<file path="src/rtl/cotangent_laplace_entries_top_macros.svh">
// ----------------------------------------------------------------------------
// Assertion macros for the cotangent Laplacian entry block
// Shared concurrent checks, clocked on clk and quiet while arst_n is low.
// ----------------------------------------------------------------------------
`ifndef COTANGENT_LAPLACE_ENTRIES_TOP_MACROS_SVH
`define COTANGENT_LAPLACE_ENTRIES_TOP_MACROS_SVH

// The consequent must hold in the same cycle as the antecedent.
`define CLE_ASSERT_HOLDS(lbl, ante, cons, msg) \
	lbl: assert property (@(posedge clk) disable iff (!arst_n) (ante) |-> (cons)) else $error(msg);

// The consequent must hold in the cycle after the antecedent.
`define CLE_ASSERT_NEXT(lbl, ante, cons, msg) \
	lbl: assert property (@(posedge clk) disable iff (!arst_n) (ante) |=> (cons)) else $error(msg);

`endif

</file>
<file path="src/rtl/cle_pkg.sv">
// ----------------------------------------------------------------------------
// Cotangent Laplacian entries: shared package
// Field widths, internal arithmetic widths, entry codes and small helpers.
// ----------------------------------------------------------------------------
package cle_pkg;

	localparam int IDX_W    = 16;
	localparam int COORD_W  = 32;
	localparam int IN_W     = 3 * IDX_W + 9 * COORD_W;
	localparam int VAL_W    = 32;
	localparam int DIFF_W   = COORD_W + 1;
	localparam int PROD_W   = 2 * DIFF_W;
	localparam int CROSS_W  = PROD_W + 1;
	localparam int DOT_W    = PROD_W + 2;
	localparam int MAG_W    = DOT_W;
	localparam int HALF_W   = MAG_W / 2;
	localparam int SQ_W     = 2 * MAG_W;
	localparam int Q_W      = 32;
	localparam int U_W      = SQ_W + Q_W;
	localparam int C_W      = SQ_W + 2 * Q_W + 1;
	localparam int ROOT_STEPS = Q_W;
	localparam int LANE_DEPTH = ROOT_STEPS + 1;
	localparam int LANES    = 3;

	localparam int MAX_VERTICES = 65536;

	localparam logic signed [VAL_W-1:0] SAT_HI = {1'b0, {(VAL_W-1){1'b1}}};
	localparam logic signed [VAL_W-1:0] SAT_LO = {1'b1, {(VAL_W-1){1'b0}}};

	// Order of the three entries that each corner emits.
	localparam logic [1:0] ENT_DIAG = 2'd0;
	localparam logic [1:0] ENT_NEXT = 2'd1;
	localparam logic [1:0] ENT_PREV = 2'd2;

	localparam logic [1:0] CORNER_FIRST = 2'd0;
	localparam logic [1:0] CORNER_LAST  = 2'd2;

	typedef struct packed {
		logic [2:0][IDX_W-1:0] idx;
		logic                  degen;
	} hdr_t;

	typedef struct packed {
		logic dneg;
		logic dzero;
	} dot_flag_t;

	function automatic logic [IDX_W-1:0] clamp_idx(input logic [IDX_W-1:0] v);
		logic [IDX_W-1:0] r;
		r = v;
		if (32'(v) >= MAX_VERTICES)
			r = IDX_W'(MAX_VERTICES - 1);
		return r;
	endfunction

	function automatic logic signed [VAL_W-1:0] sat33(input logic signed [VAL_W:0] v);
		logic signed [VAL_W-1:0] r;
		r = v[VAL_W-1:0];
		if (v[VAL_W] != v[VAL_W-1])
			r = v[VAL_W] ? SAT_LO : SAT_HI;
		return r;
	endfunction

	function automatic logic [1:0] next_corner(input logic [1:0] c);
		logic [1:0] r;
		case (c)
			2'd0:    r = 2'd1;
			2'd1:    r = 2'd2;
			default: r = 2'd0;
		endcase
		return r;
	endfunction

	function automatic logic [1:0] prev_corner(input logic [1:0] c);
		logic [1:0] r;
		case (c)
			2'd0:    r = 2'd2;
			2'd1:    r = 2'd0;
			default: r = 2'd1;
		endcase
		return r;
	endfunction

endpackage

</file>
<file path="src/rtl/cle_merge.sv">
// ----------------------------------------------------------------------------
// Cotangent Laplacian entries: merge and output sequencer
// Combines the three lane cotangents into diagonal and off-diagonal values
// and emits the nine entries of a triangle, one per request.
// ----------------------------------------------------------------------------
`include "cotangent_laplace_entries_top_macros.svh"

module cle_merge import cle_pkg::*; (
	input  logic                     clk,
	input  logic                     arst_n,
	input  logic                     in_vld,
	output logic                     in_ready,
	input  hdr_t                     in_hdr,
	input  logic [2:0][VAL_W-1:0]    in_cot,
	output logic                     out_vld,
	input  logic                     out_ready,
	output logic [IDX_W-1:0]         out_row,
	output logic [IDX_W-1:0]         out_col,
	output logic [VAL_W-1:0]         out_value,
	output logic                     out_degen,
	output logic                     out_last
);

	logic       busy_q;
	logic [1:0] corner_q;
	logic [1:0] kind_q;
	logic [2:0][IDX_W-1:0] idx_q;
	logic       degen_q;
	logic [2:0][VAL_W-1:0] diag_q;
	logic [2:0][VAL_W-1:0] neg_q;

	logic       load;
	logic [1:0] jn;
	logic [1:0] jp;

	assign out_vld  = busy_q;
	assign out_last = (corner_q == CORNER_LAST) && (kind_q == ENT_PREV);
	assign in_ready = !busy_q || (out_ready && out_last);
	assign load     = in_vld && in_ready;

	always_ff @(posedge clk or negedge arst_n) begin
		if (!arst_n) begin
			busy_q   <= 1'b0;
			corner_q <= CORNER_FIRST;
			kind_q   <= ENT_DIAG;
		end else if (load) begin
			busy_q   <= 1'b1;
			corner_q <= CORNER_FIRST;
			kind_q   <= ENT_DIAG;
		end else if (busy_q && out_ready) begin
			if (out_last) begin
				busy_q <= 1'b0;
			end else begin
				case (kind_q)
					ENT_DIAG: kind_q <= ENT_NEXT;
					ENT_NEXT: kind_q <= ENT_PREV;
					default: begin
						kind_q   <= ENT_DIAG;
						corner_q <= next_corner(corner_q);
					end
				endcase
			end
		end
	end

	always_ff @(posedge clk) begin
		if (load) begin
			idx_q   <= in_hdr.idx;
			degen_q <= in_hdr.degen;
			for (int i = 0; i < 3; i++) begin
				diag_q[i] <= sat33({in_cot[next_corner(2'(i))][VAL_W-1],
					in_cot[next_corner(2'(i))]}
					+ {in_cot[prev_corner(2'(i))][VAL_W-1], in_cot[prev_corner(2'(i))]});
				neg_q[i] <= sat33((VAL_W+1)'(0) - {in_cot[i][VAL_W-1], in_cot[i]});
			end
		end
	end

	assign jn = next_corner(corner_q);
	assign jp = prev_corner(corner_q);

	always_comb begin
		out_row   = idx_q[corner_q];
		out_degen = degen_q;
		case (kind_q)
			ENT_DIAG: begin
				out_col   = idx_q[corner_q];
				out_value = diag_q[corner_q];
			end
			ENT_NEXT: begin
				out_col   = idx_q[jn];
				out_value = neg_q[jp];
			end
			default: begin
				out_col   = idx_q[jp];
				out_value = neg_q[jn];
			end
		endcase
	end

	`CLE_ASSERT_NEXT(a_merge_hold, busy_q && !out_ready, busy_q && $stable(corner_q) && $stable(kind_q), "entry sequence moved while stalled")
	`CLE_ASSERT_NEXT(a_merge_nogap, out_vld && out_ready && !out_last, out_vld, "entry sequence broke off before the ninth entry")
	`CLE_ASSERT_HOLDS(a_merge_noloss, load, !busy_q || out_last, "new triangle taken over one still being emitted")

endmodule

</file>
<file path="config.mk">
export PLATFORM = sky130hd
export DESIGN_NAME = cle_merge
export DESIGN_NICKNAME = d
export VERILOG_FILES = /design/src/rtl/cle_pkg.sv /design/src/rtl/cle_merge.sv
export VERILOG_INCLUDE_DIRS = /design/src /design/src/rtl
export SDC_FILE = /design/constraint.sdc
export NUM_CORES = 1
export LEC_CHECK = 0
export BUFFER_PORTS_ARGS = -buffer_cell sky130_fd_sc_hd__clkbuf_2
export CELL_PAD_IN_SITES_DETAIL_PLACEMENT = 2
export CELL_PAD_IN_SITES_GLOBAL_PLACEMENT = 2
export CORE_UTILIZATION = 38
export DETAILED_ROUTE_END_ITERATION = 10
export GPL_TIMING_DRIVEN = 0
export HOLD_SLACK_MARGIN = 0.03
export PLACE_DENSITY = 0.92
export SLEW_MARGIN = 20
export SYNTH_ARGS = -nofsm -noshare
export SYNTH_HDL_FRONTEND = slang
export SYNTH_SLANG_ARGS = --single-unit
export TNS_END_PERCENT = 20
</file>
<file path="constraint.sdc">
create_clock -name clk -period 17.8 [get_ports clk]
set_input_delay 2.67 -clock clk [delete_from_list [all_inputs] [get_ports clk]]
set_output_delay 2.67 -clock clk [all_outputs]
set_load 0.05 [all_outputs]
</file>
==> flow_metrics.tcl, run 1 <==
set metrics [dict create \
    status "finished, final reports clean" \
    power_density_nw_per_um2 150.4 \
    layout_min_cycle_time_ps 6975 \
    dieArea_um2 49140 \
    viasPerCell 6.273 \
    grt_pass1_wl_um 123800 \
    max-cap-violations 0 \
    wirelength_um 84120 \
    setup_tns_ps 0 \
    coreArea_um2 47650 \
    ctsRootBufferMaster "clkbuf_16" \
    async_flop_share_pct 2.033 \
    clock_skew_ps 31.11 \
    start_util_pct 38.48 \
    synth_seq_area_share_pct 40.15 \
    synth_cell_type_count 80 \
    area_growth_pct 17.33 \
    hpwl_um 67240 \
    ant_nets 0 \
    drtIter0Drc 1409 \
    use_met1_pct 40.39 \
    holdBufCountCts 0 \
    worstMarginPinSlew_ps 1150 \
    max_freq_mhz 143.4 \
    final_nets 2439 \
    drc 0 \
    mappedNetlistArea_um2 18340 \
    end_kind "flip-flop" \
    critPathKind "primary input to flip-flop" \
    grt_pass1_vias 19447 \
    synth_nets 2177 \
    std_cell_rows 80 \
    num_vias 17714 \
    worstPathRequired_ps 18050 \
    rsz0062_at_grt "no" \
    grt_util_met2_pct 60.14 \
    path_max_fanout 10 \
    layout-drive-gt1-share_pct 14.67 \
    synth_compound_area_share_pct 23.02 \
    relSlewSlack_pct 22.77 \
    cts_tree "built" \
    postCtsSetupRepairBufs 0 \
    mostFrequentLayoutCells "edfxtp_1, nand2_1, clkbuf_2, o21ai_0, a21oi_1" \
    port_buffers 216 \
    use_met3_pct 5.142 \
    pre_cts_slack_ps 10300 \
    clk_path_buf_depth 3 \
    wl_per_cell_um 29.79 \
    synth-main-ff-cell "edfxtp_1" \
    clock-sinks 246 \
    gp_congestion 0.9067 \
    synth_edf_count 241 \
    power.leakage_uw 0.008365 \
    grt_max_degree 31 \
    track_usage_pct 33.85 \
    total_power_uw 3235 \
    synth_simple_gate_area_share_pct 13.71 \
    ios 217 \
    synth_xor_area_share_pct 7.588 \
    clkTransAtPathRegs_ps 60 \
    synthMuxAreaShare_pct 4.763 \
    synth-seq-cells 246 \
    syn_inst 1926 \
    hold_path_class "flip-flop to flip-flop" \
    hold_viol 0 \
    fillers 5128 \
    start_kind "primary input" \
    finalSetupViolCount 0 \
    globalRouteOverflowTotal 0 \
    grt-busiest-layer "met2" \
    clk_latency_ps 550 \
    final_util_pct 45.15 \
    synth.avg_cell_area_um2 9.520 \
    drtPass1Iterations 5 \
    ys_warn_count 0 \
    synth_top_family_by_area "compound AO/OA/AOI/OAI gates" \
    layout_commonest_cell "edfxtp_1" \
    vdd_drop_max_mv 0.07438 \
    cts_made_buffers 34 \
    drv_slew 0 \
    die_x_um 221.7 \
    dieHeight_um 221.7 \
    antenna_found_initial 3 \
    cts_resized 0 \
    fin_crit_sh_pct 39.18 \
    synth_fa_ha_area_share_pct 7.902 \
    antennaDiodeCount 0 \
    arrival_ps 7220 \
    cts_max_level 2 \
    setup_ws_ps 10830 \
]
## cell usage after synthesis, drive strengths merged (42+ instances only)
library cell,instances,area [µm²]
nor2,91,341.6
mux2i,85,850.8
a22oi,44,330.3
edfxtp,241,7237
nand2,244,940.9
a21oi,148,740.7
clkbuf,78,292.8
xnor2,74,655.6
xor2,84,735.7
o21ai,201,1006
a221o,45,450.4
ha,99,1239
a21o,42,315.3
## power breakdown
group | switching [µW] | total [µW] | internal [µW]
combinational | 1370 | 1840 | 474
clock | 280 | 696 | 415
sequential | 14.0 | 699 | 685
total | 1660 | 3230 | 1570
## cells by family after synthesis
kind of cell / Yosys count
AO/OA/AOI/OAI: 656
XOR/XNOR: 158
adder cells (fa/ha/maj): 117
buffers and inverters: 135
flip-flops: 246
multiplexers: 87
AND/OR/NAND/NOR: 527
## critical path, stage by stage
cell and delay [ps]:
clkbuf_2 130, ha_1 250, inv_1 80, fa_1 220
nor2b_1 90, o31a_1 280, o21ai_1 170, a211oi_1 120
a211oi_1 700, o21bai_1 310, a311o_1 420, clkbuf_1 270
a41oi_1 890, buf_2 420, o21ai_0 170
## metrics by stage
step / cells / hold WS (ps) / instance area [µm²]
after floorplan: 1926 / 676.6 / 18340
after global placement: 2757 / 652.9 / 20190
after detailed placement: 2767 / 707.1 / 20430
after CTS: 2824 / 737.5 / 21510
after global routing: 2824 / 753.1 / 21510
final: 2824 / 739.0 / 21510
## routing by layer
metal / vias up / share of wire [%]
met4: 4 / 4.4
met5: - / 0.032
met1: 8981 / 39
met3: 200 / 6.4
met2: 695 / 50
li1: 7834 / -
## cell type report
type	count	area [µm²]	area share, %
Tap cell	615	769.5	3.577
Multi-Input combinational cell	1545	10470	48.65
Buffer	96	380.4	1.768
Clock inverter	16	186.4	0.8665
Sequential cell	246	7362	34.22
Inverter	39	146.4	0.6804
Timing Repair Buffer	226	1306	6.072
Clock buffer	41	897.1	4.170
## registers in the layout, indices dropped and copies added, names as in the netlist
register and cells:
out_vld 1, idx_q 48, neg_q 96, diag_q 96, kind_q 2, out_degen 1, corner_q 2
## worst paths after layout
kind	startpoint	endpoint	slack, ps	depth (start not counted)
setup / recovery	in_cot[32]	diag_q[25]	10830	15
hold / removal	out_vld	kind_q[1]	740	2
setup reg to reg	corner_q[1]	diag_q[49]	13930	9
hold reg to reg	out_vld	kind_q[1]	740	2
max in group asynchronous	arst_n	kind_q[1]	15700	1
min in group asynchronous	arst_n	corner_q[1]	1940	1
Power figures use the tool's default switching activity.
==> inputs of run 2 (changes only) <==
==> constraint.sdc (replaced) <==
create_clock -name clk -period 6.8 [get_ports clk]
set_input_delay 1.02 -clock clk [delete_from_list [all_inputs] [get_ports clk]]
set_output_delay 1.02 -clock clk [all_outputs]
set_load 0.05 [all_outputs]
==> run 2 against run 1 <==
Cell count did not move. Clock-buffer cell count shrank 6. Combinational power increased to 2.6 times the previous value. Flip-flop and latch count is the same. Register-to-register slack worse by 11000 ps. Total power grew to 2.6 times the previous value. Clock skew decreased by 16 ps. Sequential power rose to 2.6 times the previous value. Critical path depth is the same. Non-clock buffer count is the same. Critical endpoint unchanged. Largest cell class unchanged. Largest power group unchanged.
==> flow_metrics.tcl, run 2 (same netlist as run 1, synthesis figures left out) <==
set metrics [dict create \
    setup_tns_ps 0 \
    cpMaxStageDelayCell "a41oi_1" \
    worstMarginPinSlew_ps 1198 \
    max_freq_mhz 184.4 \
    net-switching-power_uw 4319 \
    num_vias 17880 \
    wirelength_um 84140 \
    total_power_uw 8365 \
    path_max_fanout 10 \
    port_buffers 216 \
    ios 217 \
    drtIter0Drc 1550 \
    ant_nets 0 \
    relSlewSlack_pct 19.49 \
    coreArea_um2 47650 \
    drv_slew 0 \
    p_int_uw 4046 \
    layout_commonest_cell "edfxtp_1" \
    gp_congestion 0.9271 \
    cts_resized 0 \
    std_cell_rows 80 \
    postCtsSetupRepairBufs 0 \
    worstPathRequired_ps 7110 \
    dieArea_um2 49140 \
    ff_latch_area_um2 7362 \
    finalSetupViolCount 0 \
    swShare_pct 51.64 \
    arrival_ps 5730 \
    holdBufCountCts 0 \
    rsz0062_at_grt "no" \
    track_usage_pct 33.67 \
    grt_pass1_vias 19369 \
    viasPerCell 6.331 \
    cts_tree "built" \
    crit_chain "clkbuf_2 -> ha_1 -> inv_1 -> fa_1 -> nor2b_1 -> o31a_1 -> o21ai_1 -> a211oi_1 -> a211oi_1 -> o21bai_1 -> a311o_1 -> clkbuf_1 -> a41oi_1 -> buf_2 -> o21ai_0" \
    final_nets 2435 \
    reg2reg_slack_ps 2960 \
    wl_per_cell_um 29.79 \
    ctsRootBufferMaster "clkbuf_16" \
    end_kind "flip-flop" \
    clock_skew_ps 14.99 \
    antenna_found_initial 5 \
    mostFrequentLayoutCells "edfxtp_1, nand2_1, clkbuf_2, o21ai_0, a21oi_1" \
    clock-sinks 246 \
    max-cap-violations 0 \
    globalRouteOverflowTotal 0 \
    grt_max_degree 30 \
    layout-drive-gt1-share_pct 14.54 \
    start_util_pct 38.48 \
    die_x_um 221.7 \
    power_frac_clock_pct 20.6 \
    drc 0 \
    layout_min_cycle_time_ps 5424 \
    vdd_drop_max_mv 0.2485 \
    hold_slack_ps 241.3 \
    power.leakage_uw 0.008337 \
    hold_viol 0 \
    crit_path_frequent_cell "a211oi_1" \
    fillers 5113 \
    status "finished, final reports clean" \
    pwr-share-comb_pct 57.6 \
    multi_input_area_um2 10470 \
    max_stage_delay_ps 910 \
    power_density_nw_per_um2 389.8 \
    critPathKind "primary input to flip-flop" \
    seqPwrFrac_pct 21.9 \
    cts_max_level 1 \
    clkTransAtPathRegs_ps 60 \
    dieHeight_um 221.7 \
    start_kind "primary input" \
    clk_path_buf_depth 3 \
    fin_crit_sh_pct 79.76 \
    reg_top3 "diag_q (96), neg_q (96), idx_q (48)" \
    clk_latency_ps 600 \
    drtPass1Iterations 6 \
    area_growth_pct 17.03 \
    hold_path_class "primary input to async pin" \
    cts_made_buffers 30 \
    hpwl_um 66790 \
    grt_pass1_wl_um 124200 \
]
## run 2: cell types whose count changed in the layout (fill, tap and decap cells not counted), sizes merged
cell,before,now
diode,0,1
clkbuf,335,329
bufinv,4,5
clkinv,12,16
## run 2: routing by layer
layer / GRT usage, % / share of wire (%) / wire length [µm] / vias to the layer above
met5: 0 / 0.076 / 64 / -
met2: 60.00 / 50 / 41810 / 773
met1: 40.44 / 39 / 32950 / 9047
met4: 13.73 / 4.3 / 3657 / 8
li1: - / - / - / 7835
met3: 5.023 / 6.7 / 5651 / 217
## run 2: worst paths after layout
kind                                   from         end  depth (start not counted)
worst max-delay path             in_cot[32]  diag_q[25]                         15
worst min-delay path                 arst_n     out_vld                          1
worst max register to register  corner_q[1]  diag_q[47]                         10
worst min register to register      out_vld   kind_q[0]                          1
max in group asynchronous            arst_n   kind_q[0]                          1
min in group clk                  in_hdr[8]    idx_q[7]                          1
## run 2: power groups by stage
stage                     Combinational (µW)  Clock, µW  Sequential (µW)
after floorplan                         3170          0             1850
after global placement                  4490          0             1860
after detailed placement                4710          0             1860
after CTS                               4760       1720             1830
after global routing                    4990       1760             1830
final                                   4810       1720             1830
## run 2: area by class of cell
cell class | instances | area share, %
Buffer | 96 | 1.773
Antenna cell | 1 | 0.01166
Tap cell | 615 | 3.586
Inverter | 39 | 0.6822
Sequential cell | 246 | 34.31
Clock buffer | 35 | 3.685
Timing Repair Buffer | 226 | 6.146
Multi-Input combinational cell | 1545 | 48.78
Clock inverter | 21 | 1.032
## run 2: critical path: cells and delay by family
kind                     cells  cell delay (ps)
AND/OR/NAND/NOR              1               90
buffers and inverters        4              920
adder cells (fa/ha/maj)      2              480
AO/OA/AOI/OAI                8             3210
## run 2: stage by stage
| step | area (µm²) | setup slack [ps] | util, % | instances |
|---|---|---|---|---|
| after floorplan | 18340 | 228.7 | - | 1926 |
| after global placement | 20190 | -457.2 | 42.38 | 2757 |
| after detailed placement | 20440 | 1007 | 42.91 | 2767 |
| after CTS | 21460 | 1557 | 45.03 | 2823 |
| after global routing | 21460 | 1404 | 45.03 | 2823 |
| final | 21460 | 1376 | 45.04 | 2824 |
